`src/rtl/core/planar_palette_remapper_defines.svh`:
```
// Assertion macros shared by the remapper RTL.
// Define NO_ASSERTIONS to compile every check away.
`ifndef PLANAR_PALETTE_REMAPPER_DEFINES_SVH
`define PLANAR_PALETTE_REMAPPER_DEFINES_SVH

`ifndef NO_ASSERTIONS
// Clocked check that is ignored while reset is asserted.
`define PPR_ASSERT(label, prop, msg) \
    label: assert property (@(posedge i_clk) disable iff (!i_rst_n) prop) else $error(msg);
// Clocked check that also holds during reset.
`define PPR_ASSERT_ALWAYS(label, prop, msg) \
    label: assert property (@(posedge i_clk) prop) else $error(msg);
`else
`define PPR_ASSERT(label, prop, msg)
`define PPR_ASSERT_ALWAYS(label, prop, msg)
`endif

`endif

```
`src/rtl/core/ppr_pkg.sv`:
```
package ppr_pkg;

    // Sizes fixed by the item and result fields.
    localparam int unsigned PAL_ENTRIES = 256;
    localparam int unsigned IDX_W       = $clog2(PAL_ENTRIES);
    localparam int unsigned PIX_PER_WORD = 16;
    localparam int unsigned PIX_IDX_W   = $clog2(PIX_PER_WORD);
    localparam int unsigned MAX_PLANES  = 8;
    localparam int unsigned PLANE_CNT_W = 4;
    localparam int unsigned COMP_W      = 8;
    localparam int unsigned DIST_W      = 18;

    // Starting distance of a search; any real distance is below it.
    localparam logic [DIST_W-1:0] DIST_START = 18'd200000;

    // Item kinds.
    localparam logic [1:0] KIND_SCREEN  = 2'd0;
    localparam logic [1:0] KIND_PICTURE = 2'd1;
    localparam logic [1:0] KIND_PIXELS  = 2'd2;

    // Configuration register indexes.
    localparam logic [1:0] CFG_OLD_PLANES  = 2'd0;
    localparam logic [1:0] CFG_NEW_PLANES  = 2'd1;
    localparam logic [1:0] CFG_USE_PALETTE = 2'd2;

    // Device color order for 16-color and 4-color screens.
    localparam logic [IDX_W-1:0] DEV_ORDER4 [16] = '{
        8'd0, 8'd15, 8'd1, 8'd2, 8'd4, 8'd6, 8'd3, 8'd5,
        8'd7, 8'd8, 8'd9, 8'd10, 8'd12, 8'd14, 8'd11, 8'd13
    };
    localparam logic [IDX_W-1:0] DEV_ORDER2 [4] = '{8'd0, 8'd3, 8'd1, 8'd2};

    // Control of the shared distance unit.
    typedef struct packed {
        logic clear;  // start a new search
        logic step;   // accumulate one color component
        logic last;   // final component: compare against the best so far
    } t_dist_ctl;

    // Plane counts above the maximum saturate.
    function automatic logic [PLANE_CNT_W-1:0] sat_planes(input logic [PLANE_CNT_W-1:0] v);
        return (v > PLANE_CNT_W'(MAX_PLANES)) ? PLANE_CNT_W'(MAX_PLANES) : v;
    endfunction

    // Maps a screen index to the device color number.
    function automatic logic [IDX_W-1:0] device_order(input logic [PLANE_CNT_W-1:0] planes,
                                                      input logic [IDX_W-1:0] j);
        logic [IDX_W-1:0] res;
        res = j;
        if (planes == 4'd2) begin
            res = DEV_ORDER2[j[1:0]];
        end else if (planes == 4'd4) begin
            res = DEV_ORDER4[j[3:0]];
        end else if (planes == 4'd8) begin
            if (j == 8'd1) begin
                res = 8'd255;
            end else if (j == 8'd255) begin
                res = 8'd15;
            end else if (j < 8'd16) begin
                res = DEV_ORDER4[j[3:0]];
            end
        end
        return res;
    endfunction

endpackage

```
`src/rtl/core/ppr_chart.sv`:
```
// Color chart: a memory plus one valid bit per entry. An entry that was
// never written since reset reads back as its own index.
module ppr_chart (
    input  logic                       i_clk,
    input  logic                       i_rst_n,
    input  logic                       i_we,
    input  logic [ppr_pkg::IDX_W-1:0]  i_waddr,
    input  logic [ppr_pkg::IDX_W-1:0]  i_wdata,
    input  logic                       i_re,
    input  logic [ppr_pkg::IDX_W-1:0]  i_raddr,
    output logic [ppr_pkg::IDX_W-1:0]  o_rdata
);

    logic [ppr_pkg::IDX_W-1:0]       r_mem [ppr_pkg::PAL_ENTRIES];
    logic [ppr_pkg::PAL_ENTRIES-1:0] r_vld;
    logic [ppr_pkg::IDX_W-1:0]       r_mem_q;
    logic [ppr_pkg::IDX_W-1:0]       r_addr_q;
    logic                            r_vld_q;

    // Valid bits are cleared by reset and set by each write.
    always_ff @(posedge i_clk) begin
        if (!i_rst_n) begin
            r_vld <= '0;
        end else if (i_we) begin
            r_vld[i_waddr] <= 1'b1;
        end
    end

    // Storage write port.
    always_ff @(posedge i_clk) begin
        if (i_we) begin
            r_mem[i_waddr] <= i_wdata;
        end
    end

    // Registered read of data, valid bit and address.
    always_ff @(posedge i_clk) begin
        if (i_re) begin
            r_mem_q  <= r_mem[i_raddr];
            r_vld_q  <= r_vld[i_raddr];
            r_addr_q <= i_raddr;
        end
    end

    assign o_rdata = r_vld_q ? r_mem_q : r_addr_q;

endmodule

```
`config.mk`:
```
export PLATFORM = sky130hd
export DESIGN_NAME = ppr_chart
export DESIGN_NICKNAME = d
export VERILOG_FILES = /design/src/rtl/core/planar_palette_remapper_defines.svh /design/src/rtl/core/ppr_pkg.sv /design/src/rtl/core/ppr_chart.sv
export SDC_FILE = /design/constraint.sdc
export NUM_CORES = 2
export LEC_CHECK = 0
export BUFFER_PORTS_ARGS = -buffer_cell sky130_fd_sc_hd__buf_2
export CAP_MARGIN = 20
export CORE_MARGIN = 2
export CORE_UTILIZATION = 55
export CTS_CLUSTER_DIAMETER = 100
export CTS_CLUSTER_SIZE = 40
export DETAILED_ROUTE_END_ITERATION = 8
export HOLD_SLACK_MARGIN = 0.06
export PLACE_DENSITY = 0.7
export SLEW_MARGIN = 15
export SYNTH_ARGS = -nofsm -noshare
export SYNTH_HDL_FRONTEND = slang
export SYNTH_SLANG_ARGS = --single-unit
export TNS_END_PERCENT = 5
```
`constraint.sdc`:
```
create_clock -name i_clk -period 3 [get_ports i_clk]
set_clock_uncertainty 0.2 [all_clocks]
set_input_delay 0.3 -clock i_clk [delete_from_list [all_inputs] [get_ports i_clk]]
set_output_delay 0.3 -clock i_clk [all_outputs]
set_load 0.02 [all_outputs]
```
==> results.yml <==
outcome:
  status: "finished, final reports clean"
synthesis:
  synth_seq_cells: 2321
  synthCells: 4518
  synth_top_flop_cell: "edfxtp_1"
  yosysSeqAreaShare_pct: 75.4
  ys_warn_count: 0
  ys_types: 53
  synth_edf_count: 2065
  synth_fp_nets: 4546
  syn_area_um2: 89100
  synth.avg_cell_area_um2: 19.7
  ys_async_sr_fraction_pct: 0
grt:
  grt-ovfl-total: 0
  grt_pass1_wl_um: 324000
  antenna_found_initial: 7
  grt_usage_pct: 27.4
  grt_pass1_vias: 46082
  grt_max_degree: 101
setup_path:
  rr_worst_depth: 6
  r2r-start: "r_vld[63]$_SDFFE_PN0P_"
  crit_required_ns: 3.32
  cp_max_fo: 10
  cp.arrival_ns: 3.31
  r2r_slack_ns: 0.12
  critPathKind: "input pin to flop"
  worst_setup_path_start_kind: "input pin"
  reg2reg_to: "r_vld_q$_DFFE_PP_"
  cp-end-kind: "flop"
min_path:
  hold_end: "r_mem[174][5]$_DFFE_PP_"
  hold_class: "input pin to flop"
  hold_start: "i_waddr[2]"
  min_delay_path_depth: 4
sta:
  finalCriticalPeriod_ns: 2.99
  min_period_over_period_pct: 99.7
  slew_viol_final: 0
  grt_setup_unrepaired: "false"
  tightestPinTransition_ns: 1.08
  fin_ws_ns: 0.00953
  setup_viol: 0
  max_slew_margin_pct: 27.1
  hold_viol: 0
  clock.fmax_mhz: 334
  worst_hold_slack_ns: 0.113
  tns_ns: 0
final_layout:
  fin_area_um2: 99300
  layout.nets: 5107
  regArea_um2: 67100
  area_growth_pct: 11.5
  drive_above_1_share_pct: 27.0
  most-common-layout-cells: "2065 x edfxtp_1, 643 x buf_4, 479 x mux4_2, 288 x nor2_1, 258 x o21a_1"
  fillers: 11366
  multi_input_area_um2: 20400
  stdcell_count: 7294
  mostFrequentLayoutCell: "edfxtp_1"
power:
  cellPowerDensity_nw_per_um2: 531
  ir_drop_uv: 495
  leakage_nw: 32.0
floorplan:
  fp.dieH_um: 406
  dieArea_um2: 165000
  initial_core_util_pct: 55.4
  core_um2: 161000
  boundaryPins: 36
  std_cell_rows: 147
  fp.dieW_um: 406
cts:
  path_clk_slew_ns: 0.14
  cts_tree: "yes"
  clk_latency_ns: 0.76
  clockBufferDepth: 3
  numCtsBuffers: 69
  cts.root.buffer_cell: "clkbuf_16"
  htreeDepth: 3
  post-cts-setup-buffers: 0
  clock_sinks: 2321
place:
  gp_congestion: 0.938
  postPlaceCellArea_um2: 97000
  dp_cells: 7150
  dp_slack_ns: -0.682
  dp_hpwl_um: 150000
  port_buffers: 35
route:
  ant_nets: 0
  drc_errors: 0
  via_per_inst: 6.50
  vias: 47389
  wl_per_cell_um: 30.9
  drt_iter0_markers: 6664
  finalWirelength_um: 225000
  dr.pass1.iters: 5
run:
  drv_cap: 0
-- power by group --
part           total, W  switching (W)  internal, W
combinational   0.00370        0.00226      0.00144
sequential       0.0352      0.0000414       0.0352
clock            0.0138        0.00907      0.00475
-- how the worst max path moves through the flow --
| stage | from | end | slack [ns] | cells after the start |
|---|---|---|---|---|
| after floorplan | i_we | r_mem[207][0]$_DFFE_PP_ | 0.48 | 5 |
| after global placement | i_raddr[0] | r_vld_q$_DFFE_PP_ | -0.70 | 9 |
| after detailed placement | i_raddr[0] | r_vld_q$_DFFE_PP_ | -0.68 | 9 |
| after CTS | i_raddr[7] | r_vld_q$_DFFE_PP_ | 0.02 | 11 |
| after global routing | i_raddr[5] | r_mem_q[5]$_DFFE_PP_ | 0.01 | 9 |
| final | i_raddr[5] | r_mem_q[4]$_DFFE_PP_ | 0.01 | 10 |
-- synthesized netlist by cell type (all sizes together) (2+ instances only) --
| library cell | number | area (µm²) |
|---|---|---|
| o221ai | 44 | 385 |
| nand3 | 31 | 155 |
| mux2i | 145 | 1450 |
| o31a | 7 | 61.3 |
| mux2 | 38 | 428 |
| or2 | 6 | 37.5 |
| a21oi | 120 | 601 |
| nor2b | 27 | 169 |
| nor3b | 2 | 20.0 |
| buf | 138 | 1040 |
| mux4 | 486 | 11000 |
| inv | 3 | 11.3 |
| o21ai | 37 | 185 |
| or3b | 2 | 17.5 |
| and3 | 2 | 12.5 |
| a221oi | 8 | 76.3 |
| o32ai | 2 | 17.5 |
| clkbuf | 152 | 573 |
| a22oi | 183 | 1370 |
| o21a | 258 | 1940 |
| a31oi | 3 | 18.8 |
| o22ai | 45 | 282 |
| and2 | 3 | 18.8 |
| a32oi | 4 | 35.0 |
| a211oi | 32 | 240 |
| nand2 | 34 | 128 |
| a22o | 3 | 26.3 |
| dfxtp | 256 | 5120 |
| nor2 | 292 | 1100 |
| edfxtp | 2065 | 62000 |
| nor3 | 24 | 120 |
| and3b | 4 | 35.0 |
| nand3b | 3 | 22.5 |
| nor4 | 32 | 200 |
| nand4 | 10 | 62.6 |
| nand2b | 9 | 56.3 |
-- flip-flops by register name (all words and copies together), names as in the netlist --
signal    cells
r_addr_q      8
r_mem      2048
r_mem_q       8
r_vld       256
r_vld_q       1
-- repair_timing --
action                                  in CTS  in global routing
endpoints found under the setup margin       0                  4
hold buffers                                18                  0
gates resized for setup                      0                  4
endpoints found under the hold margin     1052                  0
-- area by class of cell --
| type | count | share of cell area, % |
|---|---|---|
| clock inverters | 9 | 0.121 |
| inverters | 3 | 0.0113 |
| well taps | 2160 | 2.72 |
| repair buffers | 780 | 7.01 |
| diodes | 1 | 0.00252 |
| flip-flops and latches | 2321 | 67.6 |
| multi-input cells | 1904 | 20.5 |
| clock buffers | 116 | 2.01 |
-- metal layers --
layer | vias up | GRT usage, % | share of wire (%)
met5 | - | 0 | 0.013
met2 | 2547 | 42.4 | 47
met4 | 4 | 8.19 | 3.1
li1 | 19582 | - | -
met1 | 24968 | 40.2 | 40
met3 | 288 | 5.07 | 10
-- cells by family after synthesis --
group	after synthesis	share of synthesized area, %
flops	2321	75.4
compound gates	750	5.93
mux	669	14.4
simple gates	485	2.46
buf+inv	293	1.82
-- through the flow --
stage / power (W) / utilization [%]
after floorplan: 0.0377 / -
after global placement: 0.0396 / 60.3
after detailed placement: 0.0396 / 60.3
after CTS: 0.0529 / 61.8
after global routing: 0.0540 / 61.8
final: 0.0528 / 61.8
-- worst max-delay path, cell delays in order --
cell and delay, ns:
dlygate4sd3_1 0.60, buf_2 0.27, buf_4 0.25, nor2b_1 0.41, nand2_1 0.30, nor2_1 0.17, nor2_1 0.06, a211oi_1 0.64
buf_4 0.24, nor4_1 0.05
(Power assumes the default switching activity.)
