<file path="src/rtl/core/planar_palette_remapper_defines.svh">
// Assertion macros shared by the remapper RTL.
// Define NO_ASSERTIONS to compile every check away.
`ifndef PLANAR_PALETTE_REMAPPER_DEFINES_SVH
`define PLANAR_PALETTE_REMAPPER_DEFINES_SVH

`ifndef NO_ASSERTIONS
// Clocked check that is ignored while reset is asserted.
`define PPR_ASSERT(label, prop, msg) \
    label: assert property (@(posedge i_clk) disable iff (!i_rst_n) prop) else $error(msg);
// Clocked check that also holds during reset.
`define PPR_ASSERT_ALWAYS(label, prop, msg) \
    label: assert property (@(posedge i_clk) prop) else $error(msg);
`else
`define PPR_ASSERT(label, prop, msg)
`define PPR_ASSERT_ALWAYS(label, prop, msg)
`endif

`endif

</file>
<file path="src/rtl/core/ppr_pkg.sv">
package ppr_pkg;

    // Sizes fixed by the item and result fields.
    localparam int unsigned PAL_ENTRIES = 256;
    localparam int unsigned IDX_W       = $clog2(PAL_ENTRIES);
    localparam int unsigned PIX_PER_WORD = 16;
    localparam int unsigned PIX_IDX_W   = $clog2(PIX_PER_WORD);
    localparam int unsigned MAX_PLANES  = 8;
    localparam int unsigned PLANE_CNT_W = 4;
    localparam int unsigned COMP_W      = 8;
    localparam int unsigned DIST_W      = 18;

    // Starting distance of a search; any real distance is below it.
    localparam logic [DIST_W-1:0] DIST_START = 18'd200000;

    // Item kinds.
    localparam logic [1:0] KIND_SCREEN  = 2'd0;
    localparam logic [1:0] KIND_PICTURE = 2'd1;
    localparam logic [1:0] KIND_PIXELS  = 2'd2;

    // Configuration register indexes.
    localparam logic [1:0] CFG_OLD_PLANES  = 2'd0;
    localparam logic [1:0] CFG_NEW_PLANES  = 2'd1;
    localparam logic [1:0] CFG_USE_PALETTE = 2'd2;

    // Device color order for 16-color and 4-color screens.
    localparam logic [IDX_W-1:0] DEV_ORDER4 [16] = '{
        8'd0, 8'd15, 8'd1, 8'd2, 8'd4, 8'd6, 8'd3, 8'd5,
        8'd7, 8'd8, 8'd9, 8'd10, 8'd12, 8'd14, 8'd11, 8'd13
    };
    localparam logic [IDX_W-1:0] DEV_ORDER2 [4] = '{8'd0, 8'd3, 8'd1, 8'd2};

    // Control of the shared distance unit.
    typedef struct packed {
        logic clear;  // start a new search
        logic step;   // accumulate one color component
        logic last;   // final component: compare against the best so far
    } t_dist_ctl;

    // Plane counts above the maximum saturate.
    function automatic logic [PLANE_CNT_W-1:0] sat_planes(input logic [PLANE_CNT_W-1:0] v);
        return (v > PLANE_CNT_W'(MAX_PLANES)) ? PLANE_CNT_W'(MAX_PLANES) : v;
    endfunction

    // Maps a screen index to the device color number.
    function automatic logic [IDX_W-1:0] device_order(input logic [PLANE_CNT_W-1:0] planes,
                                                      input logic [IDX_W-1:0] j);
        logic [IDX_W-1:0] res;
        res = j;
        if (planes == 4'd2) begin
            res = DEV_ORDER2[j[1:0]];
        end else if (planes == 4'd4) begin
            res = DEV_ORDER4[j[3:0]];
        end else if (planes == 4'd8) begin
            if (j == 8'd1) begin
                res = 8'd255;
            end else if (j == 8'd255) begin
                res = 8'd15;
            end else if (j < 8'd16) begin
                res = DEV_ORDER4[j[3:0]];
            end
        end
        return res;
    endfunction

endpackage

</file>
<file path="src/rtl/core/ppr_dist.sv">
// Shared distance unit. One color component per step: absolute difference,
// square and accumulate. On the last component the sum is compared with the
// best so far; a strictly lower sum wins, so the first lowest index stays.
module ppr_dist (
    input  logic                        i_clk,
    input  ppr_pkg::t_dist_ctl          i_ctl,
    input  logic [ppr_pkg::COMP_W-1:0]  i_a,
    input  logic [ppr_pkg::COMP_W-1:0]  i_b,
    input  logic [ppr_pkg::IDX_W-1:0]   i_idx,
    output logic [ppr_pkg::IDX_W-1:0]   o_win
);

    logic [ppr_pkg::DIST_W-1:0]   r_acc;
    logic [ppr_pkg::DIST_W-1:0]   r_best;
    logic [ppr_pkg::IDX_W-1:0]    r_win;
    logic [ppr_pkg::COMP_W-1:0]   w_diff;
    logic [2*ppr_pkg::COMP_W-1:0] w_sq;
    logic [ppr_pkg::DIST_W-1:0]   w_sum;

    // Square of the component difference added to the running sum.
    always_comb begin
        w_diff = (i_a > i_b) ? (i_a - i_b) : (i_b - i_a);
        w_sq   = {8'd0, w_diff} * {8'd0, w_diff};
        w_sum  = r_acc + {2'd0, w_sq};
    end

    always_ff @(posedge i_clk) begin
        if (i_ctl.clear) begin
            r_acc  <= '0;
            r_best <= ppr_pkg::DIST_START;
            r_win  <= '0;
        end else if (i_ctl.step) begin
            if (i_ctl.last) begin
                r_acc <= '0;
                if (w_sum < r_best) begin
                    r_best <= w_sum;
                    r_win  <= i_idx;
                end
            end else begin
                r_acc <= w_sum;
            end
        end
    end

    assign o_win = r_win;

endmodule

</file>
<file path="config.mk">
export PLATFORM = sky130hd
export DESIGN_NAME = ppr_dist
export DESIGN_NICKNAME = d
export VERILOG_FILES = /design/src/rtl/core/planar_palette_remapper_defines.svh /design/src/rtl/core/ppr_pkg.sv /design/src/rtl/core/ppr_dist.sv
export SDC_FILE = /design/constraint.sdc
export NUM_CORES = 1
export LEC_CHECK = 0
export ABC_AREA = 1
export BUFFER_PORTS_ARGS = -buffer_cell sky130_fd_sc_hd__buf_2
export CORE_UTILIZATION = 45
export DETAILED_ROUTE_END_ITERATION = 12
export GPL_TIMING_DRIVEN = 1
export HOLD_SLACK_MARGIN = 0.03
export PLACE_DENSITY_LB_ADDON = 0.05
export RECOVER_POWER = 25
export SYNTH_ARGS = -nofsm -noshare
export SYNTH_HDL_FRONTEND = slang
export SYNTH_SLANG_ARGS = --single-unit
</file>
<file path="constraint.sdc">
create_clock -name i_clk -period 8.05 [get_ports i_clk]
set_clock_uncertainty 0.2 [all_clocks]
set_input_delay 0.805 -clock i_clk [delete_from_list [all_inputs] [get_ports i_clk]]
set_output_delay 0.805 -clock i_clk [all_outputs]
set_load 0.1 [all_outputs]
</file>
==> flow_metrics.tcl <==
set metrics [dict create \
    run_status "finished with violations" \
    violations_in_the_final_reports "DRC" \
    clkSlewWorstSetupHoldPaths_ns 0.06 \
    crit_path_kind "in2reg" \
    fp-row-count 39 \
    layout.cells.most_common_list "212 x sky130_fd_sc_hd__nand2_1, 165 x sky130_fd_sc_hd__inv_1, 83 x sky130_fd_sc_hd__nor2_1" \
    pin_count 36 \
    arrival_ns 7.30 \
    cts_buffer_count 5 \
    critical_path.endpoint_type "flip-flop" \
    synth_xor_xnor_area_share 0.03108 \
    port-buffer-count 35 \
    final_number_of_max_transition_violations 0 \
    cts_setup_buffers 0 \
    core_area_mm2 0.01152 \
    timing.final.setup_violations 0 \
    syn_area_mm2 0.005354 \
    synth_warnings 0 \
    routed_via_density 4.722 \
    drc_errors 4 \
    clock-root-buffer "sky130_fd_sc_hd__clkbuf_16" \
    synth.area.mux_share 0 \
    layout_cell_share_with_drive_strength_beyond_1 0.08078 \
    unrepaired_setup_endpoints_after_global_routing "no" \
    global_route.usage.met3 0.02351 \
    grt_pass1_vias 4685 \
    final.min_clock_period_ns 7.358 \
    hpwlAfterDp_um 9658 \
    met2_usage 0.3610 \
    antenna_violating_nets_post_route 0 \
    via_count 4533 \
    cts-root-to-sink-buffers 2 \
    post_synthesis_to_final_layout_area_growth_pct 8.717 \
    worst_slew_margin_rel 0.2257 \
    fp.dieH_um 111.1 \
    synth_simple_gate_area_share 0.2970 \
    met1_usage 0.2905 \
    dpl_worst_slack_ns 0.2969 \
    net_count_after_synthesis 928 \
    ys_ff_latch 44 \
    sinks_on_the_clock_net 44 \
    n_antenna_cell 0 \
    dieArea_mm2 0.01234 \
    maxCapViolCount 0 \
    finalCritPeriodShare 0.9140 \
    mostFrequentLayoutCell "sky130_fd_sc_hd__nand2_1" \
    worstHoldPathType "reg2reg" \
    timing.critical_path.from "i_a[0]" \
    crit_fanout 8 \
    max_stage_delay_ns 0.53 \
    post_synth_inst_count 786 \
    synth_compound_area_frac 0.05515 \
    drt_pre_antenna_iters 8 \
    starting_density 0.4649 \
    worstReg2RegStart "r_acc[7]" \
    postSynthAreaPerCell_um2 6.812 \
    stdcell_area_mm2 0.005821 \
    cts_tree "yes" \
    max_clock_freq_ghz 0.1359 \
    synth.lib_cells_used.distinct 29 \
    synth_top_family_by_area "adder cells" \
    global_route.usage.total 0.2116 \
    width_of_the_chip_um 111.1 \
    worst_skew_pair_later_pin_latency_ns 0.29 \
    detailedRoute.firstIterationViolations 178 \
    busiest_layer "met2" \
    globalplace.congestion 0.8918 \
    worst-endpoint-required_ns 7.99 \
    worst_setup_path_start_kind "input pin" \
    critical-path-top-cell-by-count "sky130_fd_sc_hd__inv_1" \
    fin_setup_tns_ns 0 \
    global_route_congestion_overflow_total 0 \
    grt_antenna_before_repair 0 \
    final.setup.worst_slack_ns 0.6922 \
    post_synth_fa_ha_maj_area_fraction 0.3211 \
    route.detailed.wl_per_inst_um 12.13 \
    critical-path-slowest-cell "sky130_fd_sc_hd__fa_1" \
    worstMarginPinSlew_ns 1.166 \
    sequential_to_total_area_share_from_yosys_stat 0.1645 \
    grt_pass1_wl_um 21200 \
    h-tree-depth 2 \
    wirelength_um 11640 \
    place_area_mm2 0.005677 \
    final_net_count 959 \
    largest_net_degree_at_the_start_of_global_routing 40 \
    hold_violations 0 \
    holdCritStartpoint "r_acc[2]" \
]
worst paths after layout:
path           endpoint  slack (ns)  depth (start not counted)
min reg2reg    r_acc[2]        0.27                          2
min            r_acc[2]        0.27                          2
max          r_best[11]        0.69                         39
max reg2reg  r_best[11]        2.63                         25
worst max-delay path: cells and delay by family:
kind | cells | cell delay, ns
and+or+nand+nor | 18 | 2.05
AOI/OAI and AO/OA | 2 | 0.35
adders and majority gates | 8 | 3.17
buffers and inverters | 11 | 0.93
sequential cells by signal (all words and copies together) (netlist names):
name / count
o_win: 8
r_best: 18
r_acc: 18
metal layers:
metal	up-vias	wire, um
met2	58	5416
met1	2045	5759
met5	-	0
met3	6	381
li1	2424	-
met4	0	87
cell type report:
type	instances	area, um2
fillers	1220	5695
multi-input cells	558	3785
flip-flops and latches	44	880.8
inverters	168	633.1
repair buffers	40	209.0
well taps	143	178.9
clock buffers	6	128.9
clock inverters	1	5.005
cells by family after synthesis:
logic type                 count (synthesis)
buffers and inverters                    184
and+or+nand+nor                          369
DFF                                       44
AOI/OAI and AO/OA                         56
xor gates and xnor gates                  19
adders and majority gates                114
cells in the mapped netlist:
| cell | n | area share |
|---|---|---|
| sky130_fd_sc_hd__o21ai_0 | 6 | 0.0056 |
| sky130_fd_sc_hd__ha_1 | 75 | 0.18 |
| sky130_fd_sc_hd__nand4_2 | 1 | 0.0023 |
| sky130_fd_sc_hd__or2_2 | 1 | 0.0012 |
| sky130_fd_sc_hd__o21a_1 | 1 | 0.0014 |
| sky130_fd_sc_hd__buf_2 | 7 | 0.0065 |
| sky130_fd_sc_hd__nor2_1 | 85 | 0.060 |
| sky130_fd_sc_hd__xnor2_1 | 8 | 0.013 |
| sky130_fd_sc_hd__nand4_1 | 5 | 0.0058 |
| sky130_fd_sc_hd__nand3_1 | 36 | 0.034 |
| sky130_fd_sc_hd__and2_1 | 3 | 0.0035 |
| sky130_fd_sc_hd__o21bai_1 | 3 | 0.0042 |
| sky130_fd_sc_hd__a21oi_1 | 44 | 0.041 |
| sky130_fd_sc_hd__inv_4 | 1 | 0.0012 |
| sky130_fd_sc_hd__nor3_1 | 1 | 0.00093 |
| sky130_fd_sc_hd__buf_1 | 1 | 0.00070 |
| sky130_fd_sc_hd__nand2_1 | 212 | 0.15 |
| sky130_fd_sc_hd__nor2_2 | 2 | 0.0023 |
| sky130_fd_sc_hd__dfxtp_1 | 44 | 0.16 |
| sky130_fd_sc_hd__nand2_2 | 7 | 0.0082 |
| sky130_fd_sc_hd__inv_2 | 2 | 0.0014 |
| sky130_fd_sc_hd__a21o_1 | 2 | 0.0028 |
| sky130_fd_sc_hd__inv_1 | 165 | 0.12 |
| sky130_fd_sc_hd__nand2_4 | 9 | 0.019 |
| sky130_fd_sc_hd__fa_1 | 39 | 0.15 |
| sky130_fd_sc_hd__clkbuf_1 | 8 | 0.0056 |
| sky130_fd_sc_hd__xor2_1 | 11 | 0.018 |
| sky130_fd_sc_hd__nor2_4 | 3 | 0.0063 |
| sky130_fd_sc_hd__nand3b_1 | 4 | 0.0056 |
stage by stage:
step / hold WS (ns) / instances / utilization
2_1_floorplan: 0.2335 / 786 / -
3_3_place_gp: 0.2417 / 953 / 0.4929
3_5_place_dp: 0.2582 / 953 / 0.4929
4_1_cts: 0.2683 / 960 / 0.5046
5_1_grt: 0.2923 / 960 / 0.5054
6_report: 0.2684 / 960 / 0.5054
timing repair:
action / in CTS / in global routing
hold buffers: 0 / 0
endpoints found under the hold margin: 0 / 0
endpoints found under the setup margin: 0 / 25
resized for setup: 0 / 6
Power is left out: the tool's default activity adds up to more than one toggle a clock period on the data nets, which glitch-free logic cannot reach.
